`config.mk`:
```
export PLATFORM = sky130hd
export DESIGN_NAME = snx3_simplex
export DESIGN_NICKNAME = d
export VERILOG_FILES = /design/src/hw/rtl/snx3_pkg.sv /design/src/hw/rtl/snx3_simplex.sv
export SDC_FILE = /design/constraint.sdc
export NUM_CORES = 1
export LEC_CHECK = 0
export BUFFER_PORTS_ARGS = -buffer_cell sky130_fd_sc_hd__buf_2
export CAP_MARGIN = 20
export CORE_MARGIN = 2
export CORE_UTILIZATION = 48
export CTS_CLUSTER_SIZE = 30
export DETAILED_ROUTE_END_ITERATION = 16
export PLACE_DENSITY = 0.78
export SLEW_MARGIN = 25
export SYNTH_ARGS = -nofsm -noshare
export SYNTH_HDL_FRONTEND = slang
export SYNTH_SLANG_ARGS = --single-unit
```
`constraint.sdc`:
```
create_clock -name clk_i -period 4.2 [get_ports clk_i]
set_clock_uncertainty 0.2 [all_clocks]
set_input_delay 0.63 -clock clk_i [delete_from_list [all_inputs] [get_ports clk_i]]
set_output_delay 0.63 -clock clk_i [all_outputs]
set_load 0.005 [all_outputs]
```
`src/hw/rtl/snx3_pkg.sv`:
```
`default_nettype none
package snx3_pkg;

  // lattice offsets are in units of 1/(6*65536)
  typedef logic signed [23:0] ofs_t;

  typedef struct packed {
    ofs_t       dx;
    ofs_t       dy;
    ofs_t       dz;
    logic [7:0] ci;
    logic [7:0] cj;
    logic [7:0] ck;
  } corner_t;

  localparam int unsigned NumStages = 14;

  localparam logic [23:0] UnitOne   = 24'd393216;
  localparam logic [23:0] SixthOne  = 24'd65536;
  localparam logic [38:0] FallTop   = 39'd463856467968;  // 108 * 2^32
  localparam logic [25:0] Div45Mul  = 26'd47721859;       // ceil(2^31 / 45)
  localparam logic [21:0] Div3Mul   = 22'd1398102;        // ceil(2^22 / 3)
  localparam logic [20:0] Div3Bias1 = 21'd393216;         // 3 * 2^17
  localparam logic [20:0] Div3Bias2 = 21'd786432;         // 3 * 2^18

  localparam logic [7:0] Perm [256] = '{
    8'd151, 8'd160, 8'd137, 8'd91, 8'd90, 8'd15, 8'd131, 8'd13, 8'd201, 8'd95,
    8'd96, 8'd53, 8'd194, 8'd233, 8'd7, 8'd225, 8'd140, 8'd36, 8'd103, 8'd30,
    8'd69, 8'd142, 8'd8, 8'd99, 8'd37, 8'd240, 8'd21, 8'd10, 8'd23, 8'd190,
    8'd6, 8'd148, 8'd247, 8'd120, 8'd234, 8'd75, 8'd0, 8'd26, 8'd197, 8'd62,
    8'd94, 8'd252, 8'd219, 8'd203, 8'd117, 8'd35, 8'd11, 8'd32, 8'd57, 8'd177,
    8'd33, 8'd88, 8'd237, 8'd149, 8'd56, 8'd87, 8'd174, 8'd20, 8'd125, 8'd136,
    8'd171, 8'd168, 8'd68, 8'd175, 8'd74, 8'd165, 8'd71, 8'd134, 8'd139, 8'd48,
    8'd27, 8'd166, 8'd77, 8'd146, 8'd158, 8'd231, 8'd83, 8'd111, 8'd229, 8'd122,
    8'd60, 8'd211, 8'd133, 8'd230, 8'd220, 8'd105, 8'd92, 8'd41, 8'd55, 8'd46,
    8'd245, 8'd40, 8'd244, 8'd102, 8'd143, 8'd54, 8'd65, 8'd25, 8'd63, 8'd161,
    8'd1, 8'd216, 8'd80, 8'd73, 8'd209, 8'd76, 8'd132, 8'd187, 8'd208, 8'd89,
    8'd18, 8'd169, 8'd200, 8'd196, 8'd135, 8'd130, 8'd116, 8'd188, 8'd159, 8'd86,
    8'd164, 8'd100, 8'd109, 8'd198, 8'd173, 8'd186, 8'd3, 8'd64, 8'd52, 8'd217,
    8'd226, 8'd250, 8'd124, 8'd123, 8'd5, 8'd202, 8'd38, 8'd147, 8'd118, 8'd126,
    8'd255, 8'd82, 8'd85, 8'd212, 8'd207, 8'd206, 8'd59, 8'd227, 8'd47, 8'd16,
    8'd58, 8'd17, 8'd182, 8'd189, 8'd28, 8'd42, 8'd223, 8'd183, 8'd170, 8'd213,
    8'd119, 8'd248, 8'd152, 8'd2, 8'd44, 8'd154, 8'd163, 8'd70, 8'd221, 8'd153,
    8'd101, 8'd155, 8'd167, 8'd43, 8'd172, 8'd9, 8'd129, 8'd22, 8'd39, 8'd253,
    8'd19, 8'd98, 8'd108, 8'd110, 8'd79, 8'd113, 8'd224, 8'd232, 8'd178, 8'd185,
    8'd112, 8'd104, 8'd218, 8'd246, 8'd97, 8'd228, 8'd251, 8'd34, 8'd242, 8'd193,
    8'd238, 8'd210, 8'd144, 8'd12, 8'd191, 8'd179, 8'd162, 8'd241, 8'd81, 8'd51,
    8'd145, 8'd235, 8'd249, 8'd14, 8'd239, 8'd107, 8'd49, 8'd192, 8'd214, 8'd31,
    8'd181, 8'd199, 8'd106, 8'd157, 8'd184, 8'd84, 8'd204, 8'd176, 8'd115, 8'd121,
    8'd50, 8'd45, 8'd127, 8'd4, 8'd150, 8'd254, 8'd138, 8'd236, 8'd205, 8'd93,
    8'd222, 8'd114, 8'd67, 8'd29, 8'd24, 8'd72, 8'd243, 8'd141, 8'd128, 8'd195,
    8'd78, 8'd66, 8'd215, 8'd61, 8'd156, 8'd180
  };

  // floor(n / 3), exact for n < 2^21
  function automatic logic [20:0] div3(input logic [20:0] n);
    logic [42:0] prod;
    prod = 43'(n) * 43'(Div3Mul);
    return prod[42:22];
  endfunction

  // floor(n / 45), exact for n < 2^25
  function automatic logic [24:0] div45(input logic [24:0] n);
    logic [50:0] prod;
    prod = 51'(n) * 51'(Div45Mul);
    return prod[50:26] >> 5;
  endfunction

endpackage
`default_nettype wire

```
`src/hw/rtl/snx3_simplex.sv`:
```
`default_nettype none
module snx3_simplex import snx3_pkg::*; (
  input  wire logic               clk_i,
  input  wire logic               en_i,
  input  wire logic signed [23:0] x0_i,
  input  wire logic signed [23:0] y0_i,
  input  wire logic signed [23:0] z0_i,
  input  wire logic [7:0]         ci_i,
  input  wire logic [7:0]         cj_i,
  input  wire logic [7:0]         ck_i,
  output corner_t [3:0]           corner_o
);

  logic          i1, j1, k1, i2, j2, k2;
  corner_t [3:0] corner_d, corner_q;

  // rank offsets; ties go x before y before z
  always_comb begin
    i1 = 1'b0; j1 = 1'b0; k1 = 1'b0;
    i2 = 1'b0; j2 = 1'b0; k2 = 1'b0;
    if (x0_i >= y0_i) begin
      if (y0_i >= z0_i) begin
        i1 = 1'b1; i2 = 1'b1; j2 = 1'b1;
      end else if (x0_i >= z0_i) begin
        i1 = 1'b1; i2 = 1'b1; k2 = 1'b1;
      end else begin
        k1 = 1'b1; i2 = 1'b1; k2 = 1'b1;
      end
    end else begin
      if (y0_i < z0_i) begin
        k1 = 1'b1; j2 = 1'b1; k2 = 1'b1;
      end else if (x0_i < z0_i) begin
        j1 = 1'b1; j2 = 1'b1; k2 = 1'b1;
      end else begin
        j1 = 1'b1; i2 = 1'b1; j2 = 1'b1;
      end
    end

    corner_d[0].dx = x0_i;
    corner_d[0].dy = y0_i;
    corner_d[0].dz = z0_i;
    corner_d[0].ci = ci_i;
    corner_d[0].cj = cj_i;
    corner_d[0].ck = ck_i;

    corner_d[1].dx = x0_i - (i1 ? UnitOne : 24'd0) + SixthOne;
    corner_d[1].dy = y0_i - (j1 ? UnitOne : 24'd0) + SixthOne;
    corner_d[1].dz = z0_i - (k1 ? UnitOne : 24'd0) + SixthOne;
    corner_d[1].ci = ci_i + 8'(i1);
    corner_d[1].cj = cj_i + 8'(j1);
    corner_d[1].ck = ck_i + 8'(k1);

    corner_d[2].dx = x0_i - (i2 ? UnitOne : 24'd0) + {SixthOne[22:0], 1'b0};
    corner_d[2].dy = y0_i - (j2 ? UnitOne : 24'd0) + {SixthOne[22:0], 1'b0};
    corner_d[2].dz = z0_i - (k2 ? UnitOne : 24'd0) + {SixthOne[22:0], 1'b0};
    corner_d[2].ci = ci_i + 8'(i2);
    corner_d[2].cj = cj_i + 8'(j2);
    corner_d[2].ck = ck_i + 8'(k2);

    // far corner: minus one cell plus half
    corner_d[3].dx = x0_i - (UnitOne >> 1);
    corner_d[3].dy = y0_i - (UnitOne >> 1);
    corner_d[3].dz = z0_i - (UnitOne >> 1);
    corner_d[3].ci = ci_i + 8'd1;
    corner_d[3].cj = cj_i + 8'd1;
    corner_d[3].ck = ck_i + 8'd1;
  end

  always_ff @(posedge clk_i) begin
    if (en_i) begin
      corner_q <= corner_d;
    end
  end

  assign corner_o = corner_q;

endmodule
`default_nettype wire

```
==> impl_metrics.env, run 1 <==
export IMPL_syn_to_final_growth_pct=30.0
export IMPL_synth_distinct_cells=73
export IMPL_met3_routed_length_mm=2.83
export IMPL_cts_sink_count=282
export IMPL_synth_commonest_cells="edfxtp_1, ha_1, inv_1, xnor2_1, buf_4"
export IMPL_max_slew_margin_pct=48.9
export IMPL_crit_path_max_fanout=4
export IMPL_global_route_wire_length_before_repair_mm=69.1
export IMPL_crit_type="in -> reg"
export IMPL_finalNetCount=2279
export IMPL_routed_wl_mm=46.1
export IMPL_fillCellCount=2697
export IMPL_chipWidth_um=190
export IMPL_share_of_synthesized_cell_area_in_full_adder_half_adder_and_majority_cells_pct=14.3
export IMPL_grt_pass1_vias=12800
export IMPL_critPathRequiredTime_ps=4330
export IMPL_result_of_the_run="finished, final reports clean"
export IMPL_mapped_avg_cell_area_sq_um=11.9
export IMPL_total_power_mw=8.75
export IMPL_grt_setup_unrepaired="yes"
export IMPL_highest_layer_used_for_signal_routing="met5"
export IMPL_muxShareOfSynthArea_pct=0.249
export IMPL_vdd_ir_drop_max_mv=0.299
export IMPL_finalHoldViolCount=0
export IMPL_finalCoreUtilization_pct=62.9
export IMPL_number_of_vias_in_the_routed_layout=12900
export IMPL_largest_reg_flops=282
export IMPL_floorplan_io_pins=482
export IMPL_numCtsBuffers=30
export IMPL_final_layout_size_suffix_gt1_share_pct=40.1
export IMPL_gr_usage_all_layers_pct=24.7
export IMPL_port_buffer_count=481
export IMPL_xor_xnor_share_of_the_synthesized_area_pct=7.71
export IMPL_first_pass_iters=5
export IMPL_synth_cell_area_sq_um=16600
export IMPL_routedWlPerCell_um=18.7
export IMPL_synth_edf_count=282
export IMPL_worstPathArrival_ps=4250
export IMPL_synthMostInstantiatedCell="edfxtp_1"
export IMPL_tritoncts_clock_tree="yes"
export IMPL_detailedRoute_firstIterationViolations=658
export IMPL_clock_fmax_mhz=243
export IMPL_worst_slew_pin_transition_ps=766
export IMPL_setup_violations_final=0
export IMPL_dp_hpwl_mm=36.9
export IMPL_routabilityCongestion=0.918
export IMPL_global_route_overflow_total=0
export IMPL_synth_cells=1391
export IMPL_async_reset_ff_share_pct=0
export IMPL_drc=0
export IMPL_number_of_antenna_violations_at_the_first_check_in_global_routing=2
export IMPL_layout_min_cycle_time_ps=4120
export IMPL_count_of_state_elements_after_synthesis=282
export IMPL_synth_top_cell_by_area="edfxtp_1"
export IMPL_synth_simple_gate_area_share_pct=8.01
export IMPL_start_util_pct=48.4
export IMPL_ctsHtreeMaxLevel=1
export IMPL_cts_hold_buffers=0
export IMPL_drtAntennaViolNets=0
export IMPL_synth_area_leaders="edfxtp_1, ha_1, xnor2_1"
export IMPL_power_density_nw_per_um2=406
export IMPL_worstHoldPathType="in -> reg"
export IMPL_worstSetupEndpointType="register"
export IMPL_cts_reportedPaths_clkPinSlew_ps=60
export IMPL_met1Wirelength_mm=18.9
export IMPL_core_area_sq_um=34300
export IMPL_drv_slew=0
export IMPL_cts_root_buf="clkbuf_16"
export IMPL_synth_sequential_area_ratio_pct=51.0
export IMPL_synth_ff_type="edfxtp_1"
export IMPL_number_of_nets_produced_by_synthesis=1679
export IMPL_placement_rows=68
export IMPL_post_route_fraction_of_the_period_consumed_by_the_critical_path_pct=98.0
export IMPL_max_cap_viol_count=0
export IMPL_synth_compound_area_share_pct=11.0
export IMPL_combinational_family_with_the_most_area_after_synthesis="adder cells"
export IMPL_clockBufferDepth=3
export IMPL_met2WireLength_mm=22.9
export IMPL_critical_path_startpoint_type="input port"
export IMPL_largest_net_degree_at_the_start_of_global_routing=94
export IMPL_power_leakage_nw=9.92
export IMPL_detail_route_vias_per_cell=5.21
export IMPL_synth_largest_type_area_fraction_pct=51.0
export IMPL_die_height_um=190
export IMPL_ys_warn_count=0
export IMPL_floorplan_die_area_sq_um=36100
==> through the flow <==
stage | setup slack [ps] | area, sq um | hold WS [ps] | setup TNS, ps | std cells
final | 83.5 | 21600 | 66.3 | 0 | 2471
after global routing | -36.4 | 21600 | 45.8 | -101 | 2469
after CTS | 22.4 | 21400 | 39.4 | 0 | 2468
after detailed placement | -689 | 20500 | 624 | -16430 | 2413
after global placement | -669 | 20500 | 623 | -15280 | 2413
after floorplan | -9.69 | 16700 | 529 | -25.4 | 1391
==> layout by cell type, fill, tap and decap left out, types with 9 or more instances in the layout <==
cell       count
inv_1        114
or3_1         10
nand3_1       29
buf_2        480
o21a_1        20
nor3_1        16
a21oi_1       63
buf_4        202
xnor2_1      103
xor2_1        43
nand4_1       24
nand2b_1       9
a21o_1        40
edfxtp_1     282
nand2_1       50
clkbuf_16     30
nor2_1        85
o21ai_0       41
nor2b_1       11
ha_1         183
==> cells by family (layout without fill, tap and decap cells) <==
kind of cell / Yosys count / after routing
AOI/OAI and AO/OA: 262 / 262
buffers and inverters: 235 / 858
xor gates and xnor gates: 146 / 146
and+or+nand+nor: 272 / 272
muxes: 4 / 4
DFF: 282 / 282
other: 0 / 2
adders and majority gates: 190 / 190
==> cell type report <==
cell class / count / area (sq um) / share of cell area (%)
tap: 455 / 569 / 2.64
multi-input combinational: 874 / 7120 / 33.0
inverter: 116 / 438 / 2.03
clock inverter: 23 / 210 / 0.975
timing repair buffer: 687 / 4000 / 18.5
antenna: 2 / 5.00 / 0.0232
clock buffer: 32 / 758 / 3.52
sequential: 282 / 8470 / 39.3
==> path summary, 6_finish.rpt <==
kind                            end  cells after the start  slack (ps)    start
worst min-delay path   corner_o[72]                      1          70  x0_i[0]
worst max-delay path  corner_o[263]                     20          80  y0_i[1]
==> critical path, cell delays in order <==
cell and delay, ps:
buf_2 110, buf_6 120, ha_4 210, nor2b_1 140
o21a_1 170, o21ai_1 110, a21oi_1 80, o31a_1 350
or3_4 430, and2_4 190, nand3_2 80, ha_1 240
inv_1 70, ha_1 240, o21ai_0 90, nand2b_1 110
a21oi_2 200, o41ai_2 130, or4_1 390, and3_1 170
==> power by group <==
part / total [mW] / leakage, nW / internal (mW) / switching [mW]
Sequential: 3.71 / 2.76 / 3.57 / 0.139
Combinational: 2.44 / 6.68 / 1.19 / 1.25
Clock: 2.61 / 0.477 / 1.49 / 1.11
==> what timing repair did <==
item / CTS / global route
endpoints found under the hold margin: 0 / 0
setup buffers: 0 / 1
setup endpoints to repair: 10 / 20
pin swaps: 0 / 14
resized for setup: 3 / 27
==> metal layers <==
metal / track usage [%] / up-vias
met4: 8.91 / 2
li1: - / 6175
met2: 43.6 / 473
met5: 0 / -
met3: 3.41 / 85
met1: 30.8 / 6133
Note: power is estimated with default switching activity, not from simulation.
==> inputs of run 2 (changes only) <==
--- a/config.mk
+++ b/config.mk
@@ -7,7 +7,6 @@
 export LEC_CHECK = 0
 export BUFFER_PORTS_ARGS = -buffer_cell sky130_fd_sc_hd__buf_2
 export CAP_MARGIN = 20
-export CORE_MARGIN = 2
 export CORE_UTILIZATION = 48
 export CTS_CLUSTER_SIZE = 30
 export DETAILED_ROUTE_END_ITERATION = 16
==> impl_metrics.env, run 2 (synthesis gave the netlist of run 1 again) <==
export IMPL_cts_root_buf="clkbuf_16"
export IMPL_critical_path_startpoint_type="input port"
export IMPL_placement_rows=67
export IMPL_worstHoldPathType="in -> reg"
export IMPL_grt_pass1_vias=12800
export IMPL_fin_tns_setup_ps=0
export IMPL_floorplan_io_pins=482
export IMPL_ctsHtreeMaxLevel=1
export IMPL_routed_wl_mm=46.1
export IMPL_layout_min_cycle_time_ps=4080
export IMPL_clock_fmax_mhz=245
export IMPL_drc=0
export IMPL_layout_cells_most_common="buf_2"
export IMPL_grt_setup_unrepaired="yes"
export IMPL_total_power_mw=8.64
export IMPL_setup_violations_final=0
export IMPL_gr_usage_all_layers_pct=25.3
export IMPL_most_common_layout_cells="buf_2, edfxtp_1, buf_4"
export IMPL_power_leakage_nw=9.83
export IMPL_fillCellCount=2577
export IMPL_result_of_the_run="finished, final reports clean"
export IMPL_number_of_vias_in_the_routed_layout=12800
export IMPL_detailedRoute_firstIterationViolations=800
export IMPL_max_slew_margin_pct=57.5
export IMPL_largest_net_degree_at_the_start_of_global_routing=98
export IMPL_crit_path_max_fanout=5
export IMPL_number_of_antenna_violations_at_the_first_check_in_global_routing=2
export IMPL_core_area_sq_um=33800
export IMPL_routedWlPerCell_um=18.8
export IMPL_worstSetupEndpoint="corner_o[143]"
export IMPL_chipWidth_um=188
export IMPL_clockBufferDepth=3
export IMPL_syn_to_final_growth_pct=29.0
export IMPL_place_worst_setup_slack_ps=-715
export IMPL_numCtsBuffers=30
export IMPL_critPathRequiredTime_ps=4300
export IMPL_post_route_fraction_of_the_period_consumed_by_the_critical_path_pct=97.0
export IMPL_drv_slew=0
export IMPL_finalCoreUtilization_pct=63.3
export IMPL_global_route_overflow_total=0
export IMPL_cp_startpoint="y0_i[1]"
export IMPL_cts_sink_count=282
export IMPL_final_layout_size_suffix_gt1_share_pct=39.3
export IMPL_global_route_wire_length_before_repair_mm=69.2
export IMPL_first_pass_iters=5
export IMPL_tritoncts_clock_tree="yes"
export IMPL_finalHoldViolCount=0
export IMPL_layout_cells_non_filler=2447
export IMPL_dp_hpwl_mm=37.3
export IMPL_worst_slew_pin_transition_ps=621
export IMPL_start_util_pct=49.1
export IMPL_floorplan_die_area_sq_um=35300
export IMPL_cts_reportedPaths_clkPinSlew_ps=60
export IMPL_dpl_cell_count=2389
export IMPL_final_critical_path_setup_slack_ps=124
export IMPL_port_buffer_count=481
export IMPL_worstPathArrival_ps=4180
export IMPL_power_density_nw_per_um2=404
export IMPL_crit_type="in -> reg"
export IMPL_worstSetupEndpointType="register"
export IMPL_die_height_um=188
export IMPL_largest_reg_flops=282
export IMPL_vdd_ir_drop_max_mv=0.474
export IMPL_finalNetCount=2263
export IMPL_detail_route_vias_per_cell=5.23
export IMPL_drtAntennaViolNets=0
export IMPL_routabilityCongestion=0.913
export IMPL_cts_hold_buffers=0
export IMPL_max_cap_viol_count=0
## run 2: cell types whose count changed in the layout (fill, tap and decap cells not counted), sizes merged
| cell | delta |
|---|---|
| buf | -17 |
| bufinv | -1 |
| clkbuf | +5 |
| clkinv | -2 |
| inv | -2 |
## run 2: routing by layer
layer	GRT usage, %	up-vias	wire [um]
li1	-	6125	-
met1	31.5	6079	18900
met2	44.6	502	22900
met3	3.71	95	2640
met4	9.44	0	1610
met5	0	-	0
## run 2: repair_timing
| item | CTS | global route |
|---|---|---|
| pin swaps | 1 | 9 |
| buffers inserted | 0 | 2 |
| gates resized for setup | 3 | 28 |
| gates cloned | 0 | 0 |
| endpoints found under the setup margin | 11 | 23 |
## run 2: how the worst min path moves through the flow
| stage | slack, ps | endpoint | depth (start not counted) | startpoint |
|---|---|---|---|---|
| finish | 70 | corner_o[72] | 1 | x0_i[0] |
| global route | 60 | corner_o[72] | 1 | x0_i[0] |
| CTS | 50 | corner_o[72] | 1 | x0_i[0] |
| detailed placement | 630 | corner_o[72] | 1 | x0_i[0] |
| global placement | 630 | corner_o[72] | 1 | x0_i[0] |
| floorplan | 530 | corner_o[0] | 0 | ck_i[0] |
## run 2: layout make-up
type	count	area, sq um	area share [%]
multi-input combinational	874	7130	33.3
antenna	2	5.00	0.0234
timing repair buffer	671	3870	18.1
tap	448	561	2.62
sequential	282	8470	39.6
clock buffer	36	773	3.61
clock inverter	18	149	0.696
inverter	116	438	2.05
## run 2: power breakdown
group          switching (mW)  leakage [nW]  internal [mW]  total (mW)
combinational            1.27          6.62           1.18        2.44
clock                    1.06         0.451           1.43        2.49
sequential              0.138          2.76           3.57        3.71
## run 2: stage by stage
step	hold WS, ps	cell area, sq um
finish	70.0	21400
global route	56.9	21400
CTS	47.0	21300
detailed placement	629	20300
global placement	629	20300
floorplan	529	16700
## run 2: worst max-delay path: stages
cell       delay [ps]
buf_2             100
buf_4             160
ha_4              210
nor2b_1           120
o21a_1            170
o21ai_2           120
a21oi_2            90
o31a_1            260
or3_4             400
nand3_2           120
buf_4             140
a2bb2oi_2         160
ha_1              280
ha_4              270
nor4bb_4          150
buf_4             150
a2111oi_4         410
o21ba_2           180
nor3_2             40
==> inputs of run 3 (changes only) <==
--- a/config.mk
+++ b/config.mk
@@ -10,6 +10,7 @@
 export CORE_UTILIZATION = 48
 export CTS_CLUSTER_SIZE = 30
 export DETAILED_ROUTE_END_ITERATION = 16
+export MAX_ROUTING_LAYER = met4
 export PLACE_DENSITY = 0.78
 export SLEW_MARGIN = 25
 export SYNTH_ARGS = -nofsm -noshare
==> impl_metrics.env, run 3 (synthesis gave the netlist of run 1 again) <==
export IMPL_result_of_the_run="finished, final reports clean"
export IMPL_cts_hold_buffers=0
export IMPL_critical_path_startpoint_type="input port"
export IMPL_cts_root_buf="clkbuf_16"
export IMPL_crit_path_max_fanout=5
export IMPL_worst_slew_pin_transition_ps=733
export IMPL_largest_net_degree_at_the_start_of_global_routing=95
export IMPL_worstHoldPathType="in -> reg"
export IMPL_global_route_wire_length_before_repair_mm=69.8
export IMPL_port_buffer_count=481
export IMPL_timing_hold_worst_start="x0_i[0]"
export IMPL_layout_cells_most_common="buf_2"
export IMPL_critical_path_max_stage_delay_ps=410
export IMPL_post_route_fraction_of_the_period_consumed_by_the_critical_path_pct=97.4
export IMPL_power_density_nw_per_um2=418
export IMPL_routedWlPerCell_um=19.2
export IMPL_vdd_ir_drop_max_mv=0.372
export IMPL_max_cap_viol_count=0
export IMPL_holdWs_ps=60.8
export IMPL_worstSetupEndpointType="register"
export IMPL_cts_reportedPaths_clkPinSlew_ps=60
export IMPL_drc=0
export IMPL_critical_path_slowest_cell="or3_4"
export IMPL_hold_depth=1
export IMPL_max_slew_margin_pct=49.9
export IMPL_global_route_overflow_total=0
export IMPL_clock_fmax_mhz=245
export IMPL_routed_wl_mm=47.0
export IMPL_start_util_pct=49.1
export IMPL_fin_tns_setup_ps=0
export IMPL_routabilityCongestion=0.937
export IMPL_layout_cells_non_filler=2451
export IMPL_setup_violations_final=0
export IMPL_gr_usage_all_layers_pct=26.5
export IMPL_final_layout_size_suffix_gt1_share_pct=39.7
export IMPL_most_common_layout_cells="buf_2, edfxtp_1, buf_4"
export IMPL_detail_route_vias_per_cell=5.30
export IMPL_worstPathArrival_ps=4210
export IMPL_drtAntennaViolNets=0
export IMPL_syn_to_final_growth_pct=30.1
export IMPL_cts_sink_count=282
export IMPL_critical_path_buf_inv_count=4
export IMPL_die_height_um=188
export IMPL_number_of_antenna_violations_at_the_first_check_in_global_routing=2
export IMPL_clockBufferDepth=3
export IMPL_finalHoldViolCount=0
export IMPL_floorplan_io_pins=482
export IMPL_dp_hpwl_mm=37.3
export IMPL_tritoncts_clock_tree="yes"
export IMPL_worstPathCellList="buf_2 > buf_4 > ha_4 > nor2b_1 > o21a_1 > o21ai_1 > a21oi_2 > o31a_1 > or3_4 > and2_4 > o21ai_1 > buf_4 > ha_1 > inv_1 > ha_1 > nand2_1 > o311a_2 > a21oi_1 > xor2_1"
export IMPL_layout_min_cycle_time_ps=4090
export IMPL_chipWidth_um=188
export IMPL_core_area_sq_um=33800
export IMPL_grt_pass1_vias=12700
export IMPL_dpl_cell_count=2389
export IMPL_crit_type="in -> reg"
export IMPL_largest_reg_flops=282
export IMPL_ctsHtreeMaxLevel=1
export IMPL_first_pass_iters=6
export IMPL_fillCellCount=2559
export IMPL_cell_family_with_the_largest_share_of_critical_path_delay="compound AO/OA/AOI/OAI gates"
export IMPL_numCtsBuffers=31
export IMPL_min_to="corner_o[72]"
export IMPL_detailedRoute_firstIterationViolations=778
export IMPL_power_leakage_nw=9.90
export IMPL_number_of_vias_in_the_routed_layout=13000
export IMPL_total_power_mw=9.02
export IMPL_drv_slew=0
export IMPL_finalNetCount=2265
export IMPL_floorplan_die_area_sq_um=35300
export IMPL_critPathRequiredTime_ps=4320
export IMPL_placement_rows=67
run 3: cell types whose count changed in the layout (fill, tap and decap cells not counted), moves of 2 or more:
cell,change
clkbuf_1,-6
nand3_2,-2
inv_6,+2
nand3_4,+2
bufinv_16,+4
run 3: area by class of cell:
cell class                 instances  area [sq um]  share of cell area (%)
sequential                       282          8470                    39.2
multi-input combinational        874          7130                    33.1
timing repair buffer             672          3890                    18.0
clock buffer                      31           776                    3.60
tap                              448           561                    2.60
inverter                         116           438                    2.03
clock inverter                    26           303                    1.40
antenna                            2          5.00                  0.0232
run 3: timing repair:
item / in CTS / in global routing
cloned: 0 / 0
setup endpoints to repair: 3 / 25
setup buffers: 0 / 3
gates resized for setup: 2 / 29
pin swaps: 1 / 11
run 3: per-stage QoR:
step | util [%] | instance area [sq um] | worst slack, ps
floorplan | - | 16700 | -9.69
global placement | 60.2 | 20300 | -615
detailed placement | 60.2 | 20300 | -635
CTS | 63.4 | 21400 | 5.98
global route | 63.9 | 21600 | -1.61
finish | 63.9 | 21600 | 111
run 3: power breakdown:
| group | total [mW] | switching (mW) | internal [mW] |
|---|---|---|---|
| sequential | 3.71 | 0.141 | 3.57 |
| clock | 2.87 | 1.15 | 1.72 |
| combinational | 2.44 | 1.27 | 1.17 |
run 3: worst max-delay path by stage:
stage          depth (start not counted)     start  slack, ps       endpoint
2_1_floorplan                         19   y0_i[9]        -10  corner_o[263]
3_3_place_gp                          19  y0_i[23]       -610  corner_o[263]
3_5_place_dp                          18  y0_i[21]       -630  corner_o[239]
4_1_cts                               20   y0_i[1]          6  corner_o[239]
5_1_grt                               20   y0_i[1]         -2  corner_o[239]
6_report                              19   y0_i[1]        110  corner_o[287]
run 3: per-layer routing:
layer / track usage, % / part of all wire [%]
met5: - / 0
met4: 10.4 / 3.5
met3: 2.88 / 5.7
met2: 44.7 / 49
met1: 32.6 / 41
